### src/rtl/hex_record_line_encoder_assert.svh
// assertion macros for the hex record line encoder
`ifndef HEX_RECORD_LINE_ENCODER_ASSERT_SVH
`define HEX_RECORD_LINE_ENCODER_ASSERT_SVH

`ifndef SYNTHESIS
`define HRLE_ASSERT_IMP(label, clk, rst_n, ante, cons) \
    label: assert property (@(posedge clk) disable iff (!rst_n) (ante) |-> (cons)) \
        else $error("hrle assertion failed");
`define HRLE_ASSERT_NXT(label, clk, rst_n, ante, cons) \
    label: assert property (@(posedge clk) disable iff (!rst_n) (ante) |=> (cons)) \
        else $error("hrle assertion failed");
`else
`define HRLE_ASSERT_IMP(label, clk, rst_n, ante, cons)
`define HRLE_ASSERT_NXT(label, clk, rst_n, ante, cons)
`endif

`endif

### src/rtl/hrle_pkg.sv
package hrle_pkg;

    localparam logic [1:0] CMD_START    = 2'd0;
    localparam logic [1:0] CMD_DATA     = 2'd1;
    localparam logic [1:0] CMD_END_SEC  = 2'd2;
    localparam logic [1:0] CMD_END_FILE = 2'd3;

    localparam logic [1:0] JOB_REC = 2'd0;
    localparam logic [1:0] JOB_END = 2'd1;
    localparam logic [1:0] JOB_ERR = 2'd2;

    localparam logic [6:0] CHAR_COLON = 7'h3A;
    localparam logic [6:0] CHAR_NL    = 7'h0A;
    localparam logic [6:0] CHAR_NUL   = 7'h00;

    localparam int unsigned END_LEN = 12;
    localparam logic [3:0] END_LAST = 4'd11;

    localparam logic [6:0] END_REC [END_LEN] = '{
        7'h3A, 7'h30, 7'h30, 7'h30, 7'h30, 7'h30,
        7'h30, 7'h30, 7'h31, 7'h46, 7'h46, 7'h0A
    };

    typedef struct packed {
        logic        go;
        logic [1:0]  kind;
        logic [15:0] addr;
    } job_t;

    function automatic logic [6:0] hex_char(input logic [3:0] nib);
        logic [6:0] ch;
        if (nib < 4'd10)
        begin
            ch = 7'h30 + 7'(nib);
        end
        else
        begin
            ch = 7'h37 + 7'(nib);
        end
        return ch;
    endfunction

endpackage

### src/rtl/hrle_buf.sv
module hrle_buf #(
    parameter int DEPTH = 24,
    parameter int AW    = 5
) (
    input  logic          clk,
    input  logic          wr_en,
    input  logic [AW-1:0] wr_addr,
    input  logic [7:0]    wr_data,
    input  logic [AW-1:0] rd_addr,
    output logic [7:0]    rd_data
);

    logic [7:0] mem [DEPTH];
    logic [7:0] rd_data_reg;

    always_ff @(posedge clk)
    begin
        if (wr_en)
        begin
            mem[wr_addr] <= wr_data;
        end
    end

    always_ff @(posedge clk)
    begin
        rd_data_reg <= mem[rd_addr];
    end

    assign rd_data = rd_data_reg;

endmodule

### src/rtl/hrle_fmt.sv
module hrle_fmt #(
    parameter int CW = 5
) (
    input  logic           clk,
    input  logic           rst_n,
    input  hrle_pkg::job_t job,
    input  logic [CW-1:0]  job_count,
    input  logic [7:0]     rd_data,
    output logic [CW-1:0]  rd_idx,
    output logic           busy,
    output logic           out_valid,
    input  logic           out_stall,
    output logic [6:0]     out_char,
    output logic           last_char,
    output logic           error
);

    localparam logic [2:0] ST_IDLE  = 3'd0;
    localparam logic [2:0] ST_COLON = 3'd1;
    localparam logic [2:0] ST_HI    = 3'd2;
    localparam logic [2:0] ST_LO    = 3'd3;
    localparam logic [2:0] ST_NL    = 3'd4;
    localparam logic [2:0] ST_END   = 3'd5;
    localparam logic [2:0] ST_ERR   = 3'd6;

    localparam logic [2:0] FLD_COUNT = 3'd0;
    localparam logic [2:0] FLD_AHI   = 3'd1;
    localparam logic [2:0] FLD_ALO   = 3'd2;
    localparam logic [2:0] FLD_TYPE  = 3'd3;
    localparam logic [2:0] FLD_DATA  = 3'd4;
    localparam logic [2:0] FLD_CSUM  = 3'd5;

    logic [2:0]    state_reg, state_next;
    logic [2:0]    field_reg, field_next;
    logic [15:0]   addr_reg, addr_next;
    logic [CW-1:0] count_reg, count_next;
    logic [CW-1:0] idx_reg, idx_next;
    logic [7:0]    sum_reg, sum_next;
    logic [7:0]    byte_reg, byte_next;
    logic [3:0]    end_idx_reg, end_idx_next;
    logic          out_valid_reg, out_valid_next;
    logic [6:0]    char_reg, char_next;
    logic          last_reg, last_next;
    logic          err_reg, err_next;
    logic          advance;
    logic [7:0]    sel_byte;

    assign advance = !out_valid_reg || !out_stall;

    always_comb
    begin
        unique case (field_reg)
            FLD_COUNT: sel_byte = 8'(count_reg);
            FLD_AHI:   sel_byte = addr_reg[15:8];
            FLD_ALO:   sel_byte = addr_reg[7:0];
            FLD_DATA:  sel_byte = rd_data;
            FLD_CSUM:  sel_byte = 8'h00 - sum_reg;
            default:   sel_byte = 8'h00;
        endcase
    end

    always_comb
    begin
        state_next     = state_reg;
        field_next     = field_reg;
        addr_next      = addr_reg;
        count_next     = count_reg;
        idx_next       = idx_reg;
        sum_next       = sum_reg;
        byte_next      = byte_reg;
        end_idx_next   = end_idx_reg;
        out_valid_next = out_valid_reg && out_stall;
        char_next      = char_reg;
        last_next      = last_reg;
        err_next       = err_reg;

        if (advance && state_reg != ST_IDLE)
        begin
            out_valid_next = 1'b1;
            last_next      = 1'b0;
            err_next       = 1'b0;
        end

        unique case (state_reg)
            ST_IDLE:
            begin
                if (job.go)
                begin
                    addr_next    = job.addr;
                    count_next   = job_count;
                    idx_next     = '0;
                    sum_next     = 8'h00;
                    field_next   = FLD_COUNT;
                    end_idx_next = 4'd0;
                    unique case (job.kind)
                        hrle_pkg::JOB_REC: state_next = ST_COLON;
                        hrle_pkg::JOB_END: state_next = ST_END;
                        default:           state_next = ST_ERR;
                    endcase
                end
            end
            ST_COLON:
            begin
                if (advance)
                begin
                    char_next  = hrle_pkg::CHAR_COLON;
                    state_next = ST_HI;
                end
            end
            ST_HI:
            begin
                if (advance)
                begin
                    char_next  = hrle_pkg::hex_char(sel_byte[7:4]);
                    byte_next  = sel_byte;
                    sum_next   = sum_reg + sel_byte;
                    state_next = ST_LO;
                    if (field_reg == FLD_DATA)
                    begin
                        idx_next = idx_reg + CW'(1);
                    end
                end
            end
            ST_LO:
            begin
                if (advance)
                begin
                    char_next  = hrle_pkg::hex_char(byte_reg[3:0]);
                    state_next = ST_HI;
                    unique case (field_reg)
                        FLD_COUNT: field_next = FLD_AHI;
                        FLD_AHI:   field_next = FLD_ALO;
                        FLD_ALO:   field_next = FLD_TYPE;
                        FLD_TYPE:
                            field_next = (count_reg == '0) ? FLD_CSUM : FLD_DATA;
                        FLD_DATA:
                            field_next = (idx_reg == count_reg) ? FLD_CSUM : FLD_DATA;
                        default:   state_next = ST_NL;
                    endcase
                end
            end
            ST_NL:
            begin
                if (advance)
                begin
                    char_next  = hrle_pkg::CHAR_NL;
                    last_next  = 1'b1;
                    state_next = ST_IDLE;
                end
            end
            ST_END:
            begin
                if (advance)
                begin
                    char_next    = hrle_pkg::END_REC[end_idx_reg];
                    last_next    = (end_idx_reg == hrle_pkg::END_LAST);
                    end_idx_next = end_idx_reg + 4'd1;
                    if (end_idx_reg == hrle_pkg::END_LAST)
                    begin
                        state_next = ST_IDLE;
                    end
                end
            end
            ST_ERR:
            begin
                if (advance)
                begin
                    char_next  = hrle_pkg::CHAR_NUL;
                    err_next   = 1'b1;
                    state_next = ST_IDLE;
                end
            end
            default:
            begin
                state_next = ST_IDLE;
            end
        endcase
    end

    always_ff @(posedge clk or negedge rst_n)
    begin
        if (!rst_n)
        begin
            state_reg     <= ST_IDLE;
            out_valid_reg <= 1'b0;
        end
        else
        begin
            state_reg     <= state_next;
            out_valid_reg <= out_valid_next;
        end
    end

    always_ff @(posedge clk)
    begin
        field_reg   <= field_next;
        addr_reg    <= addr_next;
        count_reg   <= count_next;
        idx_reg     <= idx_next;
        sum_reg     <= sum_next;
        byte_reg    <= byte_next;
        end_idx_reg <= end_idx_next;
        char_reg    <= char_next;
        last_reg    <= last_next;
        err_reg     <= err_next;
    end

    assign rd_idx    = idx_reg;
    assign busy      = (state_reg != ST_IDLE);
    assign out_valid = out_valid_reg;
    assign out_char  = char_reg;
    assign last_char = last_reg;
    assign error     = err_reg;

endmodule

### src/rtl/hex_record_line_encoder.sv
// hex record line encoder: byte stream in, Intel HEX text out, one character per beat
// input channel (in_valid / in_stall): cmd, data_byte, start_address
//   start section opens a section at start_address, or gives one error beat if one is open
//   data byte is buffered; the beat that fills the buffer also starts a data record
//   end section flushes the buffer as a record, even an empty one
//   end file sends the fixed end record ":00000001FF" and a newline
// output channel (out_valid / out_stall): out_char, last_char on each newline, error
// a record of n data bytes is 2n+12 characters, the formatter sequencer with its shared
//   checksum adder and hex digit lookup producing one character per cycle while out_stall
//   is low
// a command with no output is taken without raising in_stall; the first character passes
//   through the sequencer state register and then the output register after the beat that starts a record
// in_stall is high while the sequencer is busy with a run
// the output register holds its beat while out_stall is high and the sequencer waits
// reset clears the count, the load address, the open flag and the sequencer;
//   the byte buffer is not cleared and is only read after being written
module hex_record_line_encoder #(
    parameter int RECORD_BYTES = 24
) (
    input  logic        clk,
    input  logic        rst_n,
    input  logic        in_valid,
    output logic        in_stall,
    input  logic [1:0]  cmd,
    input  logic [7:0]  data_byte,
    input  logic [15:0] start_address,
    output logic        out_valid,
    input  logic        out_stall,
    output logic [6:0]  out_char,
    output logic        last_char,
    output logic        error
);

`include "hex_record_line_encoder_assert.svh"

    localparam int CW = $clog2(RECORD_BYTES + 1);
    localparam int AW = (RECORD_BYTES > 1) ? $clog2(RECORD_BYTES) : 1;

    logic [CW-1:0]  fill_count_reg, fill_count_next;
    logic [15:0]    load_address_reg, load_address_next;
    logic           section_open_reg, section_open_next;
    logic           busy;
    logic           accept;
    logic [CW-1:0]  fill_inc;
    logic [CW-1:0]  rd_idx;
    logic [7:0]     rd_data;
    logic           wr_en;
    hrle_pkg::job_t job;
    logic [CW-1:0]  job_count;

    assign in_stall = busy;
    assign accept   = in_valid && !busy;
    assign fill_inc = fill_count_reg + CW'(1);
    assign wr_en    = accept && (cmd == hrle_pkg::CMD_DATA);

    always_comb
    begin
        fill_count_next   = fill_count_reg;
        load_address_next = load_address_reg;
        section_open_next = section_open_reg;
        job.go            = 1'b0;
        job.kind          = hrle_pkg::JOB_REC;
        job.addr          = load_address_reg;
        job_count         = fill_count_reg;

        if (accept)
        begin
            unique case (cmd)
                hrle_pkg::CMD_START:
                begin
                    if (section_open_reg)
                    begin
                        job.go   = 1'b1;
                        job.kind = hrle_pkg::JOB_ERR;
                    end
                    else
                    begin
                        load_address_next = start_address;
                        fill_count_next   = '0;
                        section_open_next = 1'b1;
                    end
                end
                hrle_pkg::CMD_DATA:
                begin
                    if (fill_inc == CW'(RECORD_BYTES))
                    begin
                        job.go            = 1'b1;
                        job_count         = fill_inc;
                        load_address_next = load_address_reg + 16'(RECORD_BYTES);
                        fill_count_next   = '0;
                    end
                    else
                    begin
                        fill_count_next = fill_inc;
                    end
                end
                hrle_pkg::CMD_END_SEC:
                begin
                    job.go            = 1'b1;
                    section_open_next = 1'b0;
                    load_address_next = load_address_reg + 16'(fill_count_reg);
                    fill_count_next   = '0;
                end
                default:
                begin
                    job.go   = 1'b1;
                    job.kind = hrle_pkg::JOB_END;
                end
            endcase
        end
    end

    always_ff @(posedge clk or negedge rst_n)
    begin
        if (!rst_n)
        begin
            fill_count_reg   <= '0;
            load_address_reg <= 16'h0000;
            section_open_reg <= 1'b0;
        end
        else
        begin
            fill_count_reg   <= fill_count_next;
            load_address_reg <= load_address_next;
            section_open_reg <= section_open_next;
        end
    end

    hrle_buf #(
        .DEPTH (RECORD_BYTES),
        .AW    (AW)
    ) u_buf (
        .clk     (clk),
        .wr_en   (wr_en),
        .wr_addr (fill_count_reg[AW-1:0]),
        .wr_data (data_byte),
        .rd_addr (rd_idx[AW-1:0]),
        .rd_data (rd_data)
    );

    hrle_fmt #(
        .CW (CW)
    ) u_fmt (
        .clk       (clk),
        .rst_n     (rst_n),
        .job       (job),
        .job_count (job_count),
        .rd_data   (rd_data),
        .rd_idx    (rd_idx),
        .busy      (busy),
        .out_valid (out_valid),
        .out_stall (out_stall),
        .out_char  (out_char),
        .last_char (last_char),
        .error     (error)
    );

    `HRLE_ASSERT_IMP(a_fill_below_depth, clk, rst_n, 1'b1, fill_count_reg < RECORD_BYTES)
    `HRLE_ASSERT_NXT(a_end_file_busy, clk, rst_n, accept && cmd == hrle_pkg::CMD_END_FILE, in_stall)
    `HRLE_ASSERT_IMP(a_error_beat_clean, clk, rst_n, out_valid && error, out_char == hrle_pkg::CHAR_NUL && !last_char)

endmodule

### config.mk
export PLATFORM = sky130hd
export DESIGN_NAME = hex_record_line_encoder
export DESIGN_NICKNAME = d
export VERILOG_FILES = /design/src/rtl/hrle_pkg.sv /design/src/rtl/hrle_buf.sv /design/src/rtl/hrle_fmt.sv /design/src/rtl/hex_record_line_encoder.sv
export VERILOG_INCLUDE_DIRS = /design/src /design/src/rtl
export SDC_FILE = /design/constraint.sdc
export NUM_CORES = 1
export LEC_CHECK = 0
export BUFFER_PORTS_ARGS = -buffer_cell sky130_fd_sc_hd__clkbuf_2
export CORE_MARGIN = 10
export CORE_UTILIZATION = 67
export CTS_CLUSTER_DIAMETER = 120
export DETAILED_ROUTE_END_ITERATION = 7
export HOLD_SLACK_MARGIN = 0.12
export PLACE_DENSITY = 0.85
export SLEW_MARGIN = 20
export SYNTH_ARGS = -nofsm -noshare
export SYNTH_HDL_FRONTEND = slang
export SYNTH_SLANG_ARGS = --single-unit
export TNS_END_PERCENT = 5
### constraint.sdc
create_clock -name clk -period 6.4 [get_ports clk]
set_input_delay 0.64 -clock clk [delete_from_list [all_inputs] [get_ports clk]]
set_output_delay 0.64 -clock clk [all_outputs]
set_load 0.05 [all_outputs]
=== After elaboration in Yosys (flattened, before gate mapping) ===
Memories as Yosys holds them, arrays and structs flattened. A register that Yosys moved wholly into a read port is not among the register bits.
Index checks and enable logic that the tools add are counted.

* Reduce and logical (&&, ||, !) cells: 34
* Shift-type cells: 0
* Order comparisons: 3
* Multiplexer cells: 63
* Bitwise logic cells: 1
* Divide/modulo/power cells: 0
* Equality and inequality tests: 30
* Multiply operators: 0
* Add/subtract/negate cells: 11

{| class="wikitable"
|+ Operators by type and width
! kind !! count
|-
| two-way mux 7 bit || 10
|-
| one-hot mux 16 bit (3 select lines) || 1
|-
| one-hot mux 7 bit (6 select lines) || 1
|-
| two-way mux 5 bit || 8
|-
| one-hot mux 8 bit (5 select lines) || 1
|-
| two-way mux 3 bit || 12
|-
| two-way mux 16 bit || 2
|-
| adder 6 x 4 -> 7 bit (first input constant) || 4
|-
| inequality test 2 x 1 -> 1 bit (second input constant) || 10
|-
| one-hot mux 3 bit (6 select lines) || 1
|-
| adder 16 x 5 -> 16 bit || 1
|-
| adder 16 x 5 -> 16 bit (second input constant) || 1
|-
| two-way mux 8 bit || 2
|-
| one-hot mux 8 bit (2 select lines) || 1
|-
| equality test 3 bit (second input constant) || 5
|-
| one-hot mux 3 bit (5 select lines) || 1
|-
| one-hot mux 5 bit (3 select lines) || 1
|-
| AND reduction 7 bit || 2
|-
| equality test 3 x 2 -> 1 bit (second input constant) || 4
|-
| two-way mux 1 bit || 12
|-
| one-hot mux 3 bit (2 select lines) || 2
|-
| AND reduction 4 bit || 3
|-
| adder 5 x 1 -> 5 bit (second input constant) || 2
|-
| one-hot mux 5 bit (2 select lines) || 1
|-
| 31 further kinds || 54
|}

* Memories: 2
* RAM bits: 192
* Bits in read-only memories: 112
* Register bits after elaboration: 80
* Latch bits: 0

{| class="wikitable"
|+ Memories
! memory !! depth !! bits a word !! read ports !! clocked after memory_dff !! wr ports !! RTL line !! text
|-
| u_buf.mem || 24 || 8 || 1 || 1 || 1 || hrle_buf.sv:13 || <nowiki>logic [7:0] mem [DEPTH];</nowiki>
|-
| (name not given) || 16 || 7 || 1 || 0 || 0 || hrle_fmt.sv:155 || <nowiki>char_next = hrle_pkg::END_REC[end_idx_reg];</nowiki>
|}

=== Longest topological paths before layout ===
Gate-level depths: netlist of run 1.

* Word-level depth: 9
* Gate-level depth with buffers: 16
* Depth with buffers taken out: 14

=== Cells and area by module ===
From an unflattened synthesis of run 1, not the netlist that was laid out.

* Cell total of the unflattened synthesis: 970
* Area total of the unflattened synthesis: 13172.6 µm²

{| class="wikitable"
|+ By module, submodules not included
! module !! area an instance (µm²) !! instances !! cells each !! sequential area each (µm²)
|-
| hrle_buf || 7719.9 || 1 || 383 || 5925.7
|-
| hrle_fmt || 3293.2 || 1 || 313 || 1701.6
|-
| hex_record_line_encoder || 2159.6 || 1 || 274 || 550.5
|}

=== Worst setup path before layout of run 1 ===
OpenSTA, ideal clock, no wires.

* Path kind: register to register
* Start point: register u_fmt.sum_reg[1]
* End point: register u_fmt.sum_reg[7] (data pin)
* Arrival: 2723 ps
* Required time: 6134 ps
* Slack: 3411 ps
* Setup time: 266 ps
* Path buffers: 0
* Stages on the path, launching flop included: 15
* Path through: edfxtp_1 > inv_1 > ha_1 > mux2_2 > a21oi_1 > o32a_1 > inv_1 > ha_1 > a21o_1 > a21oi_1 > nor2_1 > a211oi_1 > a21oi_1 > xnor2_1 > nor2_1

* Cells in the longest elaborated chain, start to end: 5

{| class="wikitable"
|+ Ends and longest elaborated chain
! what !! RTL line !! text
|-
| start, declared || hrle_fmt.sv:38 || <nowiki>logic [7:0] sum_reg, sum_next;</nowiki>
|-
| start signal, assigned || hrle_fmt.sv:200 || <nowiki>sum_reg <= sum_next;</nowiki>
|-
| subtractor 1 x 8 -> 8 bit || hrle_fmt.sv:57 || <nowiki>FLD_CSUM: sel_byte = 8'h00 - sum_reg;</nowiki>
|-
| one-hot mux 8 bit (5 select lines) || hrle_fmt.sv:52 || <nowiki>unique case (field_reg)</nowiki>
|-
| net u_fmt.sel_byte[1] || hrle_fmt.sv:46 || <nowiki>logic [7:0] sel_byte;</nowiki>
|-
| adder 8 bit || hrle_fmt.sv:116 || <nowiki>sum_next = sum_reg + sel_byte;</nowiki>
|-
| two-way mux 8 bit || hrle_fmt.sv:112 || <nowiki>if (advance)</nowiki>
|-
| one-hot mux 8 bit (2 select lines) || hrle_fmt.sv:84 || <nowiki>unique case (state_reg)</nowiki>
|}

The timed path passes the listed nets, and every way through them passes these cells. The select of a mux whose other input is x is not followed.
A chain may end at the register's enable or synchronous reset.

=== Worst setup path after layout of run 1 ===
Ends and elaborated chain as after synthesis.

==> results.cfg, run 1 <==
[setup_path]
reg2regPathDepth = 14
crit_arrival_ns = 3.62
crit_required_ns = 6.68
r2r-start = u_fmt.sum_reg[1]$_SDFFCE_PN0P_
cp_max_fo = 5
r2r_slack_ns = 3.06
rr_endpoint = u_fmt.sum_reg[7]$_SDFFCE_PN0P_
crit_path_start_kind = flop
critPathKind = reg2reg
end_kind = flop

[clocking]
ctsLongestPathBuffers = 3
ctsHoldBuffers = 0
ctsRootBufferMaster = clkbuf_16
htreeDepth = 1
path_clk_slew_ns = 0.07
postCtsResizedCells = 0
cts_made_buffers = 28
cts_tree = built
worstSkewPairLatency_ns = 0.55
cts.sinks = 280
post-cts-setup-buffers = 0

[finish]
drive_gt1_share_pct = 17.7
nFillCells = 1063
nets = 995
largest_reg_flops = 192
multi_input_area_um2 = 4380
syn2layout_area_growth_pct = 10.8
seq_area_um2 = 8180
num_antenna_cells = 0

[sta]
period_share_pct = 52.3
finClkSkew_ns = 0.0148
min_period_ns = 3.34
setup_ws_ns = 3.06
rsz0062_at_grt = false
finalHoldViolCount = 0
timing.setup.tns_ns = 0
worst_slew_pin_slew_ns = 1.09
setup_violations = 0
slew_viol_final = 0
fmax_ghz = 0.299
slew_headroom_pct = 26.9

[yosys]
synthFlopType = edfxtp_1
synth_seq_area_share_pct = 63.5
syn-num-nets = 967
synth.distinct_cells = 73
async_flop_share_pct = 9.29
synthCells = 907
synth_top_area_cell = edfxtp_1
post_synth.cell_area_avg_um2 = 14.2
synth_seq_cells = 280
syn_area_um2 = 12900
synthTopCellsByArea = edfxtp_1 57%, mux4_2 9.8%, dfrtp_1 5.1%, nor2_1 2.8%, ha_1 2.7%
synth_enable_flop_cells = 244
synth_top_area_share_pct = 56.9
yosysWarningCount = 0

[drt]
wl_per_cell_um = 23.7
ant_nets = 0
wl_met3_um = 2190
highest-signal-layer = met4
vias = 8028
viasPerCell = 6.60
firstDrtPassIters = 6
wl_met1_um = 11500
wl_met2_um = 14200
first_iter_violations = 965
route.detailed.drc = 0
wl_um = 28800

[die]
dieArea_um2 = 25200
start_util_pct = 68.4
top_level_ports = 41
design.core.area_um2 = 18800
num_rows = 50
die_w_um = 159
die_h_um = 159

[grt]
grt_max_degree = 52
globalRouteOverflowTotal = 0
grt_pass1_wl_um = 44900
grt_pass1_vias = 7832
antenna_found_initial = 0
grt_usage_pct = 23.4

[power_and_ir_drop]
pwr-share-seq_pct = 42.9
p_sw_mw = 1.93
p_int_mw = 4.02
clkPwrFrac_pct = 30.9
combPwrFrac_pct = 26.2
ir_drop_uv = 313
power_density_nw_per_um2 = 418
leakage_nw = 4.93
sw_frac_of_total_pct = 32.4

[place]
gp_congestion = 0.868
place_ws_ns = 3.10
port_buffers = 40
dp_hpwl_um = 18100

[worst_hold_path]
hold_class = in2async

[flow_run]
maxCapViolations = 0

[run_status]
status = complete, no violations
[layer usage]
| layer | up-vias | track usage, % |
|---|---|---|
| met1 | 4001 | 32.0 |
| met4 | 0 | 7.45 |
| met2 | 419 | 37.9 |
| met3 | 68 | 3.70 |
| li1 | 3540 | - |
| met5 | - | 0 |
[layout by cell type (no fill, tap or decap), drive strengths merged, types with 5 or more instances in the layout]
| cell type | instances |
|---|---|
| and3 | 7 |
| edfxtp | 244 |
| clkbuf | 70 |
| o31ai | 5 |
| mux2i | 13 |
| xor2 | 18 |
| a211oi | 7 |
| clkinvlp | 5 |
| a21oi | 56 |
| nand2 | 60 |
| nand3b | 5 |
| and2 | 5 |
| xnor2 | 19 |
| inv | 27 |
| a21o | 7 |
| ha | 28 |
| dfrtp | 26 |
| nand3 | 14 |
| nor2 | 97 |
| nor2b | 9 |
| nor4 | 6 |
| bufinv | 8 |
| nor3 | 17 |
| o21ai | 48 |
| dfxtp | 10 |
| mux4 | 56 |
| clkinv | 10 |
[area by class of cell]
cell class / count / area share, %
inverter: 28 / 0.737
sequential: 280 / 57.3
clock inverter: 22 / 2.24
timing repair buffer: 44 / 1.61
clock buffer: 30 / 5.11
multi-input combinational: 553 / 30.7
tap: 260 / 2.28
[cells by family after synthesis]
group           Yosys count  synth area share (%)
compound gates          172                  8.52
xor+xnor                 37                  2.52
fa+ha+maj                30                  3.03
buf+inv                  74                  2.50
flops                   280                  63.5
mux                      72                  11.1
simple gates            242                  8.88
[worst max-delay path by stage]
stage                                           startpoint                        endpoint  cells past startpoint  slack (ns)
final                       u_fmt.sum_reg[1]$_SDFFCE_PN0P_  u_fmt.sum_reg[7]$_SDFFCE_PN0P_                     14        3.06
after global routing        u_fmt.sum_reg[1]$_SDFFCE_PN0P_  u_fmt.sum_reg[7]$_SDFFCE_PN0P_                     14        2.79
after CTS                   u_fmt.sum_reg[1]$_SDFFCE_PN0P_  u_fmt.sum_reg[7]$_SDFFCE_PN0P_                     14        3.06
after detailed placement    u_fmt.sum_reg[1]$_SDFFCE_PN0P_  u_fmt.sum_reg[7]$_SDFFCE_PN0P_                     14        3.10
after global placement    u_fmt.field_reg[0]$_SDFFCE_PN0P_  u_fmt.sum_reg[7]$_SDFFCE_PN0P_                     12        3.17
after floorplan             u_fmt.sum_reg[1]$_SDFFCE_PN0P_  u_fmt.sum_reg[7]$_SDFFCE_PN0P_                     14        3.41
[power groups by stage]
stage / combinational [mW] / sequential [mW] / clock [mW]
final: 1.56 / 2.55 / 1.84
after detailed placement: 1.51 / 2.58 / 0
after global routing: 1.70 / 2.58 / 1.93
after CTS: 1.55 / 2.54 / 1.85
after global placement: 1.46 / 2.56 / 0
after floorplan: 1.17 / 2.52 / 0
[cell usage after synthesis, types with 8 or more instances]
cell and number:
ha_1 28, mux2i_1 13, nand2_1 60, nand3_1 14, inv_1 27, buf_2 10, xnor2_1 19, a21oi_1 56
nor2_1 96, nor3_1 16, xor2_1 18, o21ai_0 43, mux4_2 56, dfrtp_1 26, clkbuf_1 22, dfxtp_1 10
nor2b_1 8, edfxtp_1 244
[metrics by stage]
| step | instances | utilization (%) | hold WS [ns] | instance area (um^2) | total power, mW |
|---|---|---|---|---|---|
| floorplan | 907 | - | 0.344 | 12900 | 3.70 |
| finish | 1217 | 75.8 | 0.137 | 14300 | 5.96 |
| detailed placement | 1165 | 70.2 | 0.469 | 13200 | 4.09 |
| global placement | 1165 | 70.2 | 0.459 | 13200 | 4.03 |
| CTS | 1217 | 75.8 | 0.147 | 14300 | 5.94 |
| global route | 1217 | 75.8 | 0.164 | 14300 | 6.21 |
[critical path, stage by stage, from the launching register on]
cell and delay, ns:
edfxtp_1 0.47, inv_1 0.15, ha_1 0.25, mux2_2 0.26
a21oi_1 0.15, o32a_1 0.22, inv_1 0.08, ha_1 0.30
a21o_1 0.18, a21oi_1 0.23, nor2_1 0.08, a211oi_1 0.35
a21oi_1 0.14, xnor2_1 0.17, nor2_1 0.06
Note: power is estimated with default switching activity, not from simulation.
==> run 2: changes to the inputs <==
--- a/config.mk
+++ b/config.mk
@@ -8,11 +8,11 @@
 export LEC_CHECK = 0
 export BUFFER_PORTS_ARGS = -buffer_cell sky130_fd_sc_hd__clkbuf_2
 export CORE_MARGIN = 10
-export CORE_UTILIZATION = 67
+export CORE_UTILIZATION = 56
 export CTS_CLUSTER_DIAMETER = 120
 export DETAILED_ROUTE_END_ITERATION = 7
 export HOLD_SLACK_MARGIN = 0.12
-export PLACE_DENSITY = 0.85
+export PLACE_DENSITY = 0.76
 export SLEW_MARGIN = 20
 export SYNTH_ARGS = -nofsm -noshare
 export SYNTH_HDL_FRONTEND = slang
==> constraint.sdc (replaced) <==
create_clock -name clk -period 3.05 [get_ports clk]
set_input_delay 0.305 -clock clk [delete_from_list [all_inputs] [get_ports clk]]
set_output_delay 0.305 -clock clk [all_outputs]
set_load 0.05 [all_outputs]
==> run 2 against run 1 <==
Die area rose by 17%. Non-clock buffer count rose by 65. Clock power rose by 84%. Clock-buffer cell count rose by 4. Register-to-register slack got worse by 3.0 ns. First-iteration DRC count fell by 10%.
==> results.cfg, run 2 (synthesis results as in run 1) <==
[run_status]
status = complete, no violations

[finish]
drive_gt1_share_pct = 21.9
final_common_cell = edfxtp_1
final_cell_mix = 244 x edfxtp_1, 95 x nor2_1, 60 x nand2_1, 56 x mux4_2, 54 x a21oi_1
largest_reg_flops = 192
syn2layout_area_growth_pct = 14.5
nets = 1060
num_antenna_cells = 0

[die]
start_util_pct = 56.9
die_h_um = 172
dieArea_um2 = 29500
top_level_ports = 41
design.core.area_um2 = 22600
die_w_um = 172
num_rows = 55

[power_and_ir_drop]
combPwrFrac_pct = 29.7
pwr-share-seq_pct = 42.5
clkPwrFrac_pct = 27.8
p_sw_mw = 4.01
power_density_nw_per_um2 = 827
p_int_mw = 8.18
ir_drop_uv = 470
leakage_nw = 5.22
sw_frac_of_total_pct = 32.9
finalPower_mw = 12.2

[clocking]
ctsRootBufferMaster = clkbuf_16
path_clk_slew_ns = 0.06
cts_made_buffers = 28
worstSkewPairLatency_ns = 0.55
ctsLongestPathBuffers = 3
htreeDepth = 1
cts.sinks = 280
cts_tree = built

[sta]
hold_ws_ns = 0.150
finClkSkew_ns = 0.0121
slew_viol_final = 0
fmax_ghz = 0.336
setup_violations = 0
slew_headroom_pct = 54.2
worst_slew_pin_slew_ns = 0.688
timing.setup.tns_ns = 0
period_share_pct = 97.4
finalHoldViolCount = 0
min_period_ns = 2.97

[setup_path]
reg2regPathDepth = 13
max_stage_delay_ns = 0.54
slowest_stage = edfxtp_1
crit_path_cell_trace = buf_4, buf_4, inv_1, a21oi_1, o22a_1, a21oi_1, ha_1, nand2_1, nor2_1, a211oi_2, buf_4, xor2_1, nor2_1
crit_path_frequent_cell = buf_4
crit_path_start_kind = flop
critPathKind = reg2reg
crit_required_ns = 3.33
cp_max_fo = 8
crit_arrival_ns = 3.25
end_kind = flop

[drt]
wl_per_cell_um = 21.4
vias = 7965
first_iter_violations = 864
firstDrtPassIters = 5
viasPerCell = 6.10
route.detailed.drc = 0
ant_nets = 0
wl_um = 28000

[worst_hold_path]
holdPathStages = 3
hold_class = in2reg

[place]
port_buffers = 40
gp_congestion = 0.891
dp_hpwl_um = 18000

[grt]
grt_pass1_vias = 7749
antenna_found_initial = 0
grt_usage_pct = 19.0
globalRouteOverflowTotal = 0
grt_pass1_wl_um = 43500
grt_max_degree = 53

[flow_run]
maxCapViolations = 0
run 2: changes by cell type in the layout (fill, tap and decap cells not counted), sizes merged:
cell         delta
dlygate4sd3    +15
clkinv          +4
clkinvlp        -4
clkbuf          +4
bufinv          -5
buf            +50
run 2: power by group through the flow:
stage | sequential (mW) | clock [mW] | combinational [mW]
after floorplan | 5.29 | 0 | 2.47
after global placement | 5.23 | 0 | 3.42
after detailed placement | 5.25 | 0 | 3.50
after CTS | 5.17 | 3.43 | 3.54
after global routing | 5.24 | 3.59 | 4.01
final | 5.18 | 3.39 | 3.62
run 2: per-layer routing:
metal,global-route usage (%),routed length [um],vias up
met5,0,0,-
met4,5.37,603,0
met3,2.77,1950,53
met2,30.0,13600,296
met1,27.0,11900,3951
li1,-,-,3665
run 2: worst paths after layout:
path / startpoint / to / slack (ns)
worst min-delay path: out_stall / u_fmt.out_valid$_DFF_PN0_ / 0.15
worst max-delay path: u_fmt.field_reg[1]$_SDFFCE_PN0P_ / u_fmt.sum_reg[5]$_SDFFCE_PN0P_ / 0.08
max in group asynchronous: rst_n / load_address_reg[8]$_DFFE_PN0P_ / 2.27
worst min register to register: u_fmt.error$_DFF_P_ / u_fmt.error$_DFF_P_ / 0.47
min in group asynchronous: rst_n / load_address_reg[11]$_DFFE_PN0P_ / 0.33
worst max register to register: u_fmt.field_reg[1]$_SDFFCE_PN0P_ / u_fmt.sum_reg[5]$_SDFFCE_PN0P_ / 0.08
run 2: final cells by class:
cell class / count / area [um^2]
flip-flops and latches: 280 / 8180
fillers: 1568 / 7890
multi-input cells: 553 / 4420
repair buffers: 109 / 788
clock buffers: 34 / 733
well taps: 285 / 357
clock inverters: 17 / 173
inverters: 28 / 105
run 2: timing repair:
item                       4_1_cts  5_1_grt
hold buffers                    15        0
setup endpoints to repair        0        3
hold endpoints to repair        40        0
gates resized for setup          0       11
setup buffers                    0        2
run 2: critical path: cells and delay by family (launching register included):
family / cells / cell delay (ns)
compound gates: 4 / 0.85
buf+inv: 4 / 0.63
flops: 1 / 0.54
fa+ha+maj: 1 / 0.38
simple gates: 3 / 0.19
xor+xnor: 1 / 0.13
run 2: metrics by stage:
stage	instances	cell area (um^2)	util, %	setup slack [ns]
floorplan	907	12900	-	0.0612
global placement	1238	13600	60.2	0.0857
detailed placement	1238	13600	60.2	0.0138
CTS	1304	14700	64.9	0.00306
global route	1306	14800	65.2	-0.0603
finish	1306	14800	65.2	0.0782
==> run 3: changes to the inputs <==
--- a/config.mk
+++ b/config.mk
@@ -7,13 +7,14 @@
 export NUM_CORES = 1
 export LEC_CHECK = 0
 export BUFFER_PORTS_ARGS = -buffer_cell sky130_fd_sc_hd__clkbuf_2
+export CELL_PAD_IN_SITES_DETAIL_PLACEMENT = 0
+export CELL_PAD_IN_SITES_GLOBAL_PLACEMENT = 1
 export CORE_MARGIN = 10
-export CORE_UTILIZATION = 56
+export CORE_UTILIZATION = 52
 export CTS_CLUSTER_DIAMETER = 120
 export DETAILED_ROUTE_END_ITERATION = 7
 export HOLD_SLACK_MARGIN = 0.12
-export PLACE_DENSITY = 0.76
-export SLEW_MARGIN = 20
+export PLACE_DENSITY_LB_ADDON = 0.1
 export SYNTH_ARGS = -nofsm -noshare
 export SYNTH_HDL_FRONTEND = slang
 export SYNTH_SLANG_ARGS = --single-unit
==> constraint.sdc (replaced) <==
create_clock -name clk -period 3.3 [get_ports clk]
set_input_delay 0.33 -clock clk [delete_from_list [all_inputs] [get_ports clk]]
set_output_delay 0.33 -clock clk [all_outputs]
set_load 0.05 [all_outputs]
==> run 3 against run 2 <==
Via count decreased by 2.8%. Highest routed layer unchanged. Clock skew increased by 0.0020 ns. Core utilization is 4.5 points lower. Combinational power shrank 13%.
==> results.cfg, run 3 (synthesis results as in run 1) <==
[finish]
nFillCells = 1854
nets = 1052
finish.instance_area_um2 = 14800
instances_no_fill = 1338
syn2layout_area_growth_pct = 14.6
largest_reg_flops = 192
num_antenna_cells = 0
final_common_cell = edfxtp_1
drive_gt1_share_pct = 21.3
final_cell_mix = 244 x edfxtp_1, 96 x nor2_1, 60 x nand2_1, 56 x mux4_2, 55 x a21oi_1

[setup_path]
max_stage_delay_ns = 0.39
crit_path_start_kind = flop
crit_arrival_ns = 3.34
cp.depth = 14
crit_buf_inv = 2
reg2regPathDepth = 14
crit_path_cell_trace = inv_1, ha_1, mux2_2, a21oi_1, o32a_1, inv_1, ha_1, a21o_1, a21oi_2, nor2_1, a211oi_2, a21oi_1, xnor2_1, nor2_1
slowest_stage = edfxtp_1
critPathKind = reg2reg
critical-path-top-delay-family = compound AO/OA/AOI/OAI gates
end_kind = flop
crit_required_ns = 3.58
cp_max_fo = 2

[place]
place_area_um2 = 13600
port_buffers = 40
dp_hpwl_um = 18700
gp_congestion = 0.833
placed_cells_incl_taps = 1268

[drt]
viasPerCell = 5.79
firstDrtPassIters = 5
wl_per_cell_um = 20.5
first_iter_violations = 671
vias = 7744
route.detailed.drc = 0
wl_um = 27400
ant_nets = 0

[sta]
worst_slew_pin_slew_ns = 0.874
finClkSkew_ns = 0.0141
fmax_ghz = 0.327
period_share_pct = 92.6
finalHoldViolCount = 0
rsz0062_at_grt = false
slew_headroom_pct = 41.1
slew_viol_final = 0
min_period_ns = 3.06
timing.setup.tns_ns = 0
hold_ws_ns = 0.168
setup_violations = 0

[die]
num_rows = 57
dieArea_um2 = 31500
design.core.area_um2 = 24300
start_util_pct = 53.0
die_h_um = 177
top_level_ports = 41
die_w_um = 177

[power_and_ir_drop]
leakage_nw = 5.19
power_density_nw_per_um2 = 771
ir_drop_uv = 458
finalPower_mw = 11.4

[grt]
busiest_layer = met2
grt_usage_pct = 17.5
use_met2_pct = 27.4
grt_pass1_wl_um = 44000
antenna_found_initial = 0
grt_pass1_vias = 7878
met3_usage_pct = 2.61
globalRouteOverflowTotal = 0
use_met1_pct = 25.4
grt_max_degree = 44

[clocking]
cts.sinks = 280
cts_made_buffers = 29
worstSkewPairLatency_ns = 0.57
htreeDepth = 1
cts_tree = built
ctsRootBufferMaster = clkbuf_16
path_clk_slew_ns = 0.07
ctsLongestPathBuffers = 3

[run_status]
status = complete, no violations

[worst_hold_path]
hold_class = in2reg
holdPathStages = 4

[flow_run]
maxCapViolations = 0
run 3: cell types whose count changed in the layout (fill, tap and decap cells not counted), sizes merged:
cell,change
clkinvlp,+4
inv,+1
clkbuf,-4
buf,-9
bufinv,+1
run 3: tightest hold or removal path: cells and delay by family:
family / cells / cell delay (ns)
buffers and inverters: 1 / 0.09
AOI/OAI and AO/OA: 3 / 0.27
run 3: repair_timing:
item                                   CTS  global route
hold buffers                            15             0
setup endpoints to repair                0             3
buffers inserted                         0             2
endpoints found under the hold margin   40             0
resized for setup                        0             2
run 3: final cells by class:
class / count / area (um^2) / area share, %
well taps: 324 / 405 / 2.75
clock inverters: 23 / 246 / 1.67
repair buffers: 100 / 701 / 4.75
multi-input cells: 553 / 4390 / 29.7
flip-flops and latches: 280 / 8180 / 55.4
inverters: 28 / 105 / 0.712
clock buffers: 30 / 729 / 4.94
run 3: final timing paths:
path | startpoint | endpoint | slack (ns)
max | u_fmt.sum_reg[1]$_SDFFCE_PN0P_ | u_fmt.sum_reg[7]$_SDFFCE_PN0P_ | 0.24
min | start_address[11] | load_address_reg[11]$_DFFE_PN0P_ | 0.17
max reg2reg | u_fmt.sum_reg[1]$_SDFFCE_PN0P_ | u_fmt.sum_reg[7]$_SDFFCE_PN0P_ | 0.24
min reg2reg | u_fmt.error$_DFF_P_ | u_fmt.error$_DFF_P_ | 0.50
max in group asynchronous | rst_n | fill_count_reg[2]$_DFFE_PN0P_ | 2.50
min in group asynchronous | rst_n | u_fmt.state_reg[0]$_DFFE_PN0P_ | 0.35
run 3: where the power goes:
group          switching [mW]  internal (mW)
combinational            1.84           1.31
clock                    1.40           1.93
sequential              0.532           4.37
run 3: per-stage QoR:
stage / setup WS [ns] / util, %
floorplan: 0.311 / -
CTS: 0.0743 / 60.6
global route: 0.0297 / 60.7
detailed placement: 0.102 / 55.9
global placement: 0.162 / 55.9
finish: 0.243 / 60.7
run 3: layer usage:
metal / wire, um / vias up
li1: - / 3662
met1: 12700 / 3848
met2: 12900 / 198
met3: 1340 / 36
met4: 511 / 0
met5: 0 / -
